<file path="src/rtl/core/sprp_pkg.sv">
// Shared types for the strong probable prime test core.
// Holds controller states, datapath operation codes and the status struct.
// No dependencies.
package sprp_pkg;

  typedef enum logic [3:0] {
    ST_IDLE, ST_PRE, ST_GCD, ST_RED, ST_SPLIT, ST_EXP_SQ, ST_MUL_SQ, ST_EXP_BIT,
    ST_MUL_B, ST_EXP_NEXT, ST_CHECK, ST_MUL_S, ST_CHECK_S, ST_DONE
  } state_t;

  typedef enum logic [3:0] {
    OP_NONE, OP_LOAD, OP_GCD, OP_RED, OP_SPLIT, OP_EXP_INIT, OP_SQ_X,
    OP_MUL_B, OP_MUL_STEP, OP_EBIT_DEC, OP_SQ_LOOP
  } op_t;

  typedef struct packed {
    logic n_small;
    logic both_even;
    logic gcd_done;
    logic coprime;
    logic cnt_zero;
    logic d_even;
    logic ebit;
    logic ecnt_zero;
    logic x_one;
    logic x_nm1;
    logic s_gt1;
  } dp_sts_t;

endpackage

</file>
<file path="src/rtl/core/strong_probable_prime_test_core.sv">
// Top level of the strong probable prime test core (one base).
// Instantiates sprp_ctrl and sprp_dp and holds the result register.
//
//   channel | dir | tdata fields (low bit first)          | tuser/tlast
//   in_     | in  | candidate[W-1:0], base[W-1:0], zeros   | none
//   out_    | out | probable_prime, zeros to 8 bits        | none
//
// One item at a time. The exponentiation runs one modular squaring for each
// of the W bit positions of d and one multiply by the base for each set bit;
// the squaring loop, the base reduction and the gcd steps come on top of it.
// The modular multiplier is bit-serial, taking one operand bit a cycle.
// Reset is synchronous, active low; a new item is taken while a finished
// result waits in the output register for out_tready.
module strong_probable_prime_test_core #(
  parameter int NUMBER_WIDTH = 31
) (
  input  logic                                      clk,
  input  logic                                      rst_n,
  input  logic                                      in_tvalid,
  output logic                                      in_tready,
  // candidate, then base, then zero padding
  input  logic [((2*NUMBER_WIDTH+7)/8)*8-1:0]       in_tdata,
  output logic                                      out_tvalid,
  input  logic                                      out_tready,
  // probable_prime, then zero padding
  output logic [7:0]                                out_tdata
);

  localparam int W = NUMBER_WIDTH;

  sprp_pkg::op_t     op;
  sprp_pkg::dp_sts_t sts;
  logic              slot_free, res_push, res_bit;
  logic              out_valid_r, out_valid_nxt;
  logic              out_pp_r, out_pp_nxt;

  sprp_ctrl u_ctrl (
    .clk       (clk),
    .rst_n     (rst_n),
    .in_valid  (in_tvalid),
    .in_ready  (in_tready),
    .sts       (sts),
    .op        (op),
    .slot_free (slot_free),
    .res_push  (res_push),
    .res_bit   (res_bit)
  );

  sprp_dp #(
    .NUMBER_WIDTH (NUMBER_WIDTH)
  ) u_dp (
    .clk       (clk),
    .op        (op),
    .candidate (in_tdata[W-1:0]),
    .base      (in_tdata[2*W-1:W]),
    .sts       (sts)
  );

  // Output register: load a verdict when empty or being drained
  assign slot_free = !out_valid_r || out_tready;

  always_comb begin
    out_valid_nxt = out_valid_r;
    out_pp_nxt    = out_pp_r;
    if (res_push) begin
      out_valid_nxt = 1'b1;
      out_pp_nxt    = res_bit;
    end else if (out_tready) begin
      out_valid_nxt = 1'b0;
    end
  end

  always_ff @(posedge clk) begin
    if (!rst_n) begin
      out_valid_r <= 1'b0;
    end else begin
      out_valid_r <= out_valid_nxt;
    end
    out_pp_r <= out_pp_nxt;
  end

  assign out_tvalid = out_valid_r;
  assign out_tdata  = {7'b0, out_pp_r};

endmodule

</file>
<file path="src/rtl/core/sprp_dp.sv">
// Datapath of the strong probable prime test: gcd, base reduction,
// split of n-1, bit-serial modular multiply. Depends on sprp_pkg.
module sprp_dp #(
  parameter int NUMBER_WIDTH = 31
) (
  input  logic                    clk,
  input  sprp_pkg::op_t           op,
  input  logic [NUMBER_WIDTH-1:0] candidate,
  input  logic [NUMBER_WIDTH-1:0] base,
  output sprp_pkg::dp_sts_t       sts
);

  localparam int W  = NUMBER_WIDTH;
  localparam int CW = $clog2(NUMBER_WIDTH);

  logic [W-1:0]  n_r, a_r, b_r, bin_r, base_r, d_r, x_r, mx_r, my_r, acc_r;
  logic [CW-1:0] cnt_r, ecnt_r, s_r;

  logic [W:0]    red_in, red_sub, dbl, dbl_sub, sum, sum_sub;
  logic [W-1:0]  red_out, dbl_mod, acc_mul;

  // Reduction step: shift in one base bit, subtract n at most once
  always_comb begin
    red_in  = {acc_r, bin_r[cnt_r]};
    red_sub = red_in - {1'b0, n_r};
    red_out = (red_in >= {1'b0, n_r}) ? red_sub[W-1:0] : red_in[W-1:0];
  end

  // Multiply step: double the accumulator, then add multiplicand on a set bit
  always_comb begin
    dbl     = {acc_r, 1'b0};
    dbl_sub = dbl - {1'b0, n_r};
    dbl_mod = (dbl >= {1'b0, n_r}) ? dbl_sub[W-1:0] : dbl[W-1:0];
    sum     = {1'b0, dbl_mod} + {1'b0, mx_r};
    sum_sub = sum - {1'b0, n_r};
    if (my_r[cnt_r]) begin
      acc_mul = (sum >= {1'b0, n_r}) ? sum_sub[W-1:0] : sum[W-1:0];
    end else begin
      acc_mul = dbl_mod;
    end
  end

  // Execute the operation the controller issues
  always_ff @(posedge clk) begin
    unique case (op)
      sprp_pkg::OP_LOAD: begin
        n_r   <= candidate;
        a_r   <= candidate;
        b_r   <= base;
        bin_r <= base;
        d_r   <= candidate - W'(1);
        s_r   <= '0;
        acc_r <= '0;
        cnt_r <= CW'(W - 1);
      end
      sprp_pkg::OP_GCD: begin
        priority if (!a_r[0]) begin
          a_r <= a_r >> 1;
        end else if (!b_r[0]) begin
          b_r <= b_r >> 1;
        end else if (a_r >= b_r) begin
          a_r <= a_r - b_r;
        end else begin
          b_r <= b_r - a_r;
        end
      end
      sprp_pkg::OP_RED: begin
        acc_r <= red_out;
        cnt_r <= cnt_r - CW'(1);
        if (cnt_r == '0) begin
          base_r <= red_out;
        end
      end
      sprp_pkg::OP_SPLIT: begin
        d_r <= d_r >> 1;
        s_r <= s_r + CW'(1);
      end
      sprp_pkg::OP_EXP_INIT: begin
        x_r    <= W'(1);
        ecnt_r <= CW'(W - 1);
      end
      sprp_pkg::OP_SQ_X, sprp_pkg::OP_SQ_LOOP: begin
        mx_r  <= x_r;
        my_r  <= x_r;
        acc_r <= '0;
        cnt_r <= CW'(W - 1);
        if (op == sprp_pkg::OP_SQ_LOOP) begin
          s_r <= s_r - CW'(1);
        end
      end
      sprp_pkg::OP_MUL_B: begin
        mx_r  <= base_r;
        my_r  <= x_r;
        acc_r <= '0;
        cnt_r <= CW'(W - 1);
      end
      sprp_pkg::OP_MUL_STEP: begin
        acc_r <= acc_mul;
        cnt_r <= cnt_r - CW'(1);
        if (cnt_r == '0) begin
          x_r <= acc_mul;
        end
      end
      sprp_pkg::OP_EBIT_DEC: begin
        ecnt_r <= ecnt_r - CW'(1);
      end
      default: begin
      end
    endcase
  end

  // Report status to the controller
  always_comb begin
    sts.n_small   = (n_r[W-1:1] == '0);
    sts.both_even = !a_r[0] && !b_r[0];
    sts.gcd_done  = (a_r == '0) || (b_r == '0);
    sts.coprime   = (a_r == '0) ? (b_r == W'(1)) : (a_r == W'(1));
    sts.cnt_zero  = (cnt_r == '0);
    sts.d_even    = !d_r[0];
    sts.ebit      = d_r[ecnt_r];
    sts.ecnt_zero = (ecnt_r == '0);
    sts.x_one     = (x_r == W'(1));
    sts.x_nm1     = (x_r == n_r - W'(1));
    sts.s_gt1     = (s_r > CW'(1));
  end

endmodule

</file>
<file path="src/rtl/core/sprp_ctrl.sv">
// Controller of the strong probable prime test: sequences gcd, reduction,
// split, exponentiation and squaring loop. Depends on sprp_pkg.
module sprp_ctrl (
  input  logic              clk,
  input  logic              rst_n,
  input  logic              in_valid,
  output logic              in_ready,
  input  sprp_pkg::dp_sts_t sts,
  output sprp_pkg::op_t     op,
  input  logic              slot_free,
  output logic              res_push,
  output logic              res_bit
);

  sprp_pkg::state_t state_r, state_nxt;
  logic             res_r, res_nxt;

  // Hold state and verdict
  always_ff @(posedge clk) begin
    if (!rst_n) begin
      state_r <= sprp_pkg::ST_IDLE;
      res_r   <= 1'b0;
    end else begin
      state_r <= state_nxt;
      res_r   <= res_nxt;
    end
  end

  assign res_bit = res_r;

  // Advance the sequence and issue datapath operations
  always_comb begin
    state_nxt = state_r;
    res_nxt   = res_r;
    op        = sprp_pkg::OP_NONE;
    in_ready  = 1'b0;
    res_push  = 1'b0;
    unique case (state_r)
      sprp_pkg::ST_IDLE: begin
        // Take no item while reset is held
        in_ready = rst_n;
        if (in_valid && rst_n) begin
          op        = sprp_pkg::OP_LOAD;
          state_nxt = sprp_pkg::ST_PRE;
        end
      end
      sprp_pkg::ST_PRE: begin
        if (sts.n_small || sts.both_even) begin
          res_nxt   = 1'b0;
          state_nxt = sprp_pkg::ST_DONE;
        end else begin
          state_nxt = sprp_pkg::ST_GCD;
        end
      end
      sprp_pkg::ST_GCD: begin
        if (sts.gcd_done) begin
          if (sts.coprime) begin
            state_nxt = sprp_pkg::ST_RED;
          end else begin
            res_nxt   = 1'b0;
            state_nxt = sprp_pkg::ST_DONE;
          end
        end else begin
          op = sprp_pkg::OP_GCD;
        end
      end
      sprp_pkg::ST_RED: begin
        op = sprp_pkg::OP_RED;
        if (sts.cnt_zero) begin
          state_nxt = sprp_pkg::ST_SPLIT;
        end
      end
      sprp_pkg::ST_SPLIT: begin
        if (sts.d_even) begin
          op = sprp_pkg::OP_SPLIT;
        end else begin
          op        = sprp_pkg::OP_EXP_INIT;
          state_nxt = sprp_pkg::ST_EXP_SQ;
        end
      end
      sprp_pkg::ST_EXP_SQ: begin
        op        = sprp_pkg::OP_SQ_X;
        state_nxt = sprp_pkg::ST_MUL_SQ;
      end
      sprp_pkg::ST_MUL_SQ: begin
        op = sprp_pkg::OP_MUL_STEP;
        if (sts.cnt_zero) begin
          state_nxt = sprp_pkg::ST_EXP_BIT;
        end
      end
      sprp_pkg::ST_EXP_BIT: begin
        if (sts.ebit) begin
          op        = sprp_pkg::OP_MUL_B;
          state_nxt = sprp_pkg::ST_MUL_B;
        end else begin
          state_nxt = sprp_pkg::ST_EXP_NEXT;
        end
      end
      sprp_pkg::ST_MUL_B: begin
        op = sprp_pkg::OP_MUL_STEP;
        if (sts.cnt_zero) begin
          state_nxt = sprp_pkg::ST_EXP_NEXT;
        end
      end
      sprp_pkg::ST_EXP_NEXT: begin
        if (sts.ecnt_zero) begin
          state_nxt = sprp_pkg::ST_CHECK;
        end else begin
          op        = sprp_pkg::OP_EBIT_DEC;
          state_nxt = sprp_pkg::ST_EXP_SQ;
        end
      end
      sprp_pkg::ST_CHECK, sprp_pkg::ST_CHECK_S: begin
        priority if (sts.x_nm1 || (state_r == sprp_pkg::ST_CHECK && sts.x_one)) begin
          res_nxt   = 1'b1;
          state_nxt = sprp_pkg::ST_DONE;
        end else if (sts.s_gt1) begin
          op        = sprp_pkg::OP_SQ_LOOP;
          state_nxt = sprp_pkg::ST_MUL_S;
        end else begin
          res_nxt   = 1'b0;
          state_nxt = sprp_pkg::ST_DONE;
        end
      end
      sprp_pkg::ST_MUL_S: begin
        op = sprp_pkg::OP_MUL_STEP;
        if (sts.cnt_zero) begin
          state_nxt = sprp_pkg::ST_CHECK_S;
        end
      end
      sprp_pkg::ST_DONE: begin
        if (slot_free) begin
          res_push  = 1'b1;
          state_nxt = sprp_pkg::ST_IDLE;
        end
      end
      default: begin
        state_nxt = sprp_pkg::ST_IDLE;
      end
    endcase
  end

endmodule

</file>
<file path="config.mk">
export PLATFORM = sky130hd
export DESIGN_NAME = strong_probable_prime_test_core
export DESIGN_NICKNAME = d
export VERILOG_FILES = /design/src/rtl/core/sprp_pkg.sv /design/src/rtl/core/strong_probable_prime_test_core.sv /design/src/rtl/core/sprp_dp.sv /design/src/rtl/core/sprp_ctrl.sv
export SDC_FILE = /design/constraint.sdc
export NUM_CORES = 1
export LEC_CHECK = 0
export ABC_AREA = 1
export ABC_CLOCK_PERIOD_IN_PS = 8200
export BUFFER_PORTS_ARGS = -buffer_cell sky130_fd_sc_hd__buf_2
export CORE_ASPECT_RATIO = 1.25
export CORE_MARGIN = 5
export CORE_UTILIZATION = 62
export CTS_BUF_LIST = sky130_fd_sc_hd__clkbuf_8 sky130_fd_sc_hd__clkbuf_16
export DETAILED_ROUTE_END_ITERATION = 12
export PLACE_DENSITY = 0.82
export SYNTH_ARGS = -nofsm -noshare
export SYNTH_HDL_FRONTEND = slang
export SYNTH_SLANG_ARGS = --single-unit
</file>
<file path="constraint.sdc">
create_clock -name clk -period 8.2 [get_ports clk]
set_clock_uncertainty 0.05 [all_clocks]
set_input_delay 1.64 -clock clk [delete_from_list [all_inputs] [get_ports clk]]
set_output_delay 1.64 -clock clk [all_outputs]
set_load 0.01 [all_outputs]
</file>
; ---- After elaboration in Yosys (flattened, before gate mapping)
; Index checks and enable logic that the tools add are counted.
[word_totals]
regBits = 332
in_bits = 68
[op_classes]
n_eq_ne = 44
n_mux = 62
n_lt_le_gt_ge = 7
reduce_logical = 40
n_addsub = 12
[ops]
columns = cell, count
row1 = $mux 31, 11
row2 = $pmux 31 s2, 5
row3 = $sub 31x31->31, 5
row4 = $ge 32x31->1, 3
row5 = $eq 31x1->1 const B, 3
row6 = $pmux 31 s3, 1
row7 = $logic_not 31->1, 2
row8 = $sub 31x1->31 const B, 2
row9 = $mux 4, 15
row10 = $pmux 4 s13, 1
row11 = $eq 4x4->1 const B, 9
row12 = $pmux 4 s9, 1
row13 = $add 31x31->32, 1
row14 = $eq 4x3->1 const B, 8
row15 = $eq 31x31->1, 1
row16 = $ge 31x31->1, 1
row17 = $logic_not 30->1, 1
row18 = $pmux 5 s2, 2
row19 = $mux 1, 17
row20 = $eq 4x2->1 const B, 4
row21 = $ne 2x2->1 const B, 8
row22 = $bmux 1 s5, 3
row23 = $pmux 5 s3, 1
row24 = $sub 5x1->5 const B, 3
row25 = other kinds (25), 57

; ---- Depth between registers and ports, before layout
[depth]
ltp_word = 9
ltp_mapped = 45

; ---- Hierarchy
; A second synthesis with hierarchy kept.
[hier_totals]
hier_cells = 4106
hier_area_um2 = 29095.4
[by_module_without_submodules]
columns = module, n_inst, area_each_um2, cells_per_inst, seq_area_each_um2
row1 = sprp_dp, 1, 28328.4, 3966, 9759.4
row2 = sprp_ctrl, 1, 626.9, 124, 100.1
row3 = strong_probable_prime_test_core, 1, 140.1, 16, 50.0

; ---- Worst setup path after synthesis
; Ideal clock, no wire load.
[synth_timing]
path_type = reg2reg
startpoint = register u_dp.n_r[0]
endpoint = register u_dp.acc_r[1], data pin
t_arrival_ns = 5.207
path_stages_with_launch = 39
setup_time_ns = 0.259
slack_ns = 2.684
required_time_ns = 7.891
path_cell_list = edfxtp_1 > inv_2 > fa_1 > a21oi_2 > o21ai_2 > nand2_1 > nand2_1 > o21ai_2 > nand2_4 > buf_4 > buf_4 > nand2_1 > inv_1 > ha_1 > inv_1 > fa_1 > inv_1 > a21oi_1 > [... 3 more ...] > xor2_1 > ha_1 > nand2_1 > nor2_1 > nand2_1 > nor2_1 > nand2_1 > nand4_1 > nand2_1 > nand2_1 > nand2_1 > nand2_1 > nand2_1 > nand2_1 > buf_2 > o21ai_0 > o21bai_1 > nand2_1
[synth_between]
elab_chain_len = 8
word_cells_on_any_way = 24
classes_between = add/sub: 5 / order compare: 3 / eq/ne: 7 / mux: 7 / reduce/logical: 2
[synth_lines]
columns = element, line
row1 = start: declaration, sprp_dp.sv:16  ; logic [W-1:0] n_r, a_r, b_r, bin_r, base_r, d_r, x_r, mx_r, my_r, acc_r;
row2 = start signal: assignment, sprp_dp.sv:47  ; n_r <= candidate;
row3 = "parallel branches: the longest is 7 deep, another holds $add 31x31->32", --
row4 = $pmux 31 s3 *, sprp_dp.sv:45  ; unique case (op)
row5 = end signal: assignment, sprp_dp.sv:68  ; acc_r <= red_out;
row6 = end signal: assignment, sprp_dp.sv:98  ; acc_r <= acc_mul;
row7 = end: declaration, sprp_dp.sv:16
; Every way passes the cells marked *.
; A chain may end at the register's enable or synchronous reset.

; ---- Worst setup path after layout
[layout_timing]
startpoint = register u_dp.n_r[6]
endpoint = register u_dp.acc_r[7], data pin
; The elaborated chain is that of the path after synthesis.

==> impl_metrics.env <==
export IMPL_status="finished, final reports clean"
export IMPL_hold_start="u_ctrl.res_bit"
export IMPL_cts_setup_buffers=0
export IMPL_dieHeight_microns=246
export IMPL_yosys_most_used_dff="edfxtp_1"
export IMPL_vias=27218
export IMPL_place_congestion=1.09
export IMPL_r2r_start="u_dp.n_r[6]"
export IMPL_ioPinCount=78
export IMPL_relSlewSlack_pct=25.1
export IMPL_fin_setup_tns_ns=0
export IMPL_setup_slack_ns=0.529
export IMPL_crit_arrival_ns=7.91
export IMPL_critPathLaunchType="flop"
export IMPL_grt_pass1_wl_microns=153000
export IMPL_cts_resized=0
export IMPL_syn_area_sq_um=27600
export IMPL_dr_pass1_iters=5
export IMPL_via_per_inst=6.28
export IMPL_drt_total_wl_microns=104000
export IMPL_netlist_instances=3688
export IMPL_cts_root_buf="clkbuf_16"
export IMPL_maxCapViolCount=0
export IMPL_antenna_found_initial=1
export IMPL_path_max_fanout=28
export IMPL_fin_util_pct=67.4
export IMPL_path_clk_slew_ns=0.07
export IMPL_htree_num_levels=2
export IMPL_worst_path_buf_inv=4
export IMPL_timing_critical_path_mode_cell="nand2_1"
export IMPL_num_antenna_cells=0
export IMPL_crit_required_ns=8.44
export IMPL_synth_edf_count=326
export IMPL_synth_cell_types=73
export IMPL_place_port_buffers=68
export IMPL_synth_area_per_cell_sq_um=7.47
export IMPL_drt_iter0_drc=2729
export IMPL_dieArea_sq_um=48800
export IMPL_cp_top_family="simple AND/OR/NAND/NOR gates"
export IMPL_clk_path_buf_depth=3
export IMPL_cts_sinks=332
export IMPL_holdWs_ns=0.390
export IMPL_max_freq_mhz=130
export IMPL_hold_buffers=0
export IMPL_drv_slew=0
export IMPL_rsz0062_at_grt="false"
export IMPL_hpwl_microns=82600
export IMPL_critPathKind="reg2reg"
export IMPL_final_hold_viol_count=0
export IMPL_clk_latency_ns=0.55
export IMPL_cts_inserted_buffers=36
export IMPL_slowest_stage="edfxtp_1"
export IMPL_routedWlPerCell_microns=24.0
export IMPL_nets=3975
export IMPL_slowest_delay_ns=0.56
export IMPL_ys_warn_count=0
export IMPL_syn2layout_area_growth_pct=7.56
export IMPL_initial_core_util_pct=62.6
export IMPL_period_share_pct=93.5
export IMPL_cts_tree="yes"
export IMPL_post_route_drc_count=0
export IMPL_grt_max_degree=65
export IMPL_crit_path_end_kind="flop"
export IMPL_drive_gt1_share_pct=7.44
export IMPL_coreArea_sq_um=44000
export IMPL_place_ws_ns=0.734
export IMPL_grt_ovfl_total=0
export IMPL_die_w_microns=199
export IMPL_grt_pass1_vias=26521
export IMPL_gr_usage_all_layers_pct=41.7
export IMPL_crit_start="u_dp.n_r[6]"
export IMPL_worst_pin_slew_ns=1.12
export IMPL_fillerInstances=3897
export IMPL_ant_nets=0
export IMPL_final_min_clock_period_ns=7.67
export IMPL_ys_seq_elements=332
export IMPL_hold_path_class="reg2reg"
export IMPL_rows=86
export IMPL_synthArstFlopShare_pct=0
export IMPL_setup_viol=0
export IMPL_synth_seq_area_share_pct=36.0
==> registers in the layout, indices dropped and copies added (netlist names), 4 cells and up <==
signal	cells
u_dp.bin_r	31
u_dp.b_r	31
u_dp.acc_r	31
u_dp.d_r	31
u_dp.mx_r	31
u_dp.ecnt_r	5
u_dp.cnt_r	5
u_dp.my_r	31
u_dp.x_r	31
u_dp.s_r	5
u_dp.base_r	31
u_dp.a_r	31
u_ctrl.state_r	4
u_dp.n_r	31
==> cells by family (layout without fill, tap and decap cells) <==
group	Yosys count	after routing	synth area share (%)
mux	1	1	0.0363
flops	332	332	36.0
compound gates	784	784	16.1
buf+inv	572	641	8.48
simple gates	1651	1651	25.8
xor+xnor	178	178	5.76
fa+ha+maj	169	169	7.84
other cells	1	7	0.0136
==> Yosys cell counts (24+ instances only) <==
| cell | n | area [sq um] |
|---|---|---|
| a31oi_1 | 31 | 194 |
| o21ai_0 | 284 | 1420 |
| xor2_1 | 126 | 1100 |
| nor4_1 | 24 | 150 |
| o211ai_1 | 31 | 233 |
| xnor2_1 | 50 | 438 |
| nand2_1 | 837 | 3140 |
| inv_1 | 440 | 1650 |
| nand4_1 | 93 | 582 |
| edfxtp_1 | 326 | 9790 |
| o21ai_1 | 45 | 225 |
| buf_2 | 38 | 190 |
| nor2_1 | 414 | 1550 |
| nand3_1 | 158 | 791 |
| ha_1 | 163 | 2040 |
| nor3_1 | 33 | 165 |
| a21oi_1 | 262 | 1310 |
| clkbuf_1 | 37 | 139 |
==> layer usage <==
| layer | vias to the layer above | global-route usage [%] | part of all wire, % |
|---|---|---|---|
| li1 | 12564 | - | - |
| met1 | 12607 | 45.6 | 33 |
| met2 | 1568 | 70.5 | 48 |
| met3 | 477 | 6.17 | 8.4 |
| met4 | 2 | 35.1 | 11 |
| met5 | - | 0 | 0.013 |
==> metrics by stage <==
stage               area, sq um  std cells
detailed placement        28500       4272
CTS                       29600       4335
finish                    29600       4335
global route              29600       4335
floorplan                 27600       3694
global placement          28500       4272
==> cell type report <==
cell class | instances | area, sq um | share of cell area [%]
Multi-Input combinational cell | 2790 | 15400 | 51.8
Sequential cell | 332 | 9910 | 33.4
Inverter | 457 | 1720 | 5.79
Clock buffer | 37 | 926 | 3.12
Timing Repair Buffer | 121 | 763 | 2.57
Tap cell | 572 | 716 | 2.41
Clock inverter | 26 | 251 | 0.848
==> worst paths after layout <==
check | to | slack (ns) | cells after the start
worst max-delay path | u_dp.acc_r[7] | 0.53 | 39
worst min-delay path | out_pp_r | 0.39 | 0
worst max register to register | u_dp.acc_r[7] | 0.53 | 39
worst min register to register | out_pp_r | 0.39 | 0
==> layout by cell type (no fill, tap or decap), types with 8 or more instances in the layout <==
master,instances
o22ai_1,18
nand3_1,158
o21bai_1,14
xnor2_1,50
nor2_2,20
a21oi_1,261
xor2_1,126
o21ai_0,283
or2_1,8
or2_2,19
a21boi_0,8
o221ai_1,19
a31oi_1,31
buf_2,68
ha_1,163
a21o_1,18
nor2_1,412
nand4_1,93
nor4_1,24
or2_0,8
o21ai_1,45
nand2_1,837
clkbuf_16,37
inv_2,15
nor3_1,33
inv_1,444
edfxtp_1,326
o211ai_1,31
nand3b_1,9
buf_4,51
Power is left out: the tool's default activity adds up to more than one toggle a clock period on the data nets, which glitch-free logic cannot reach.
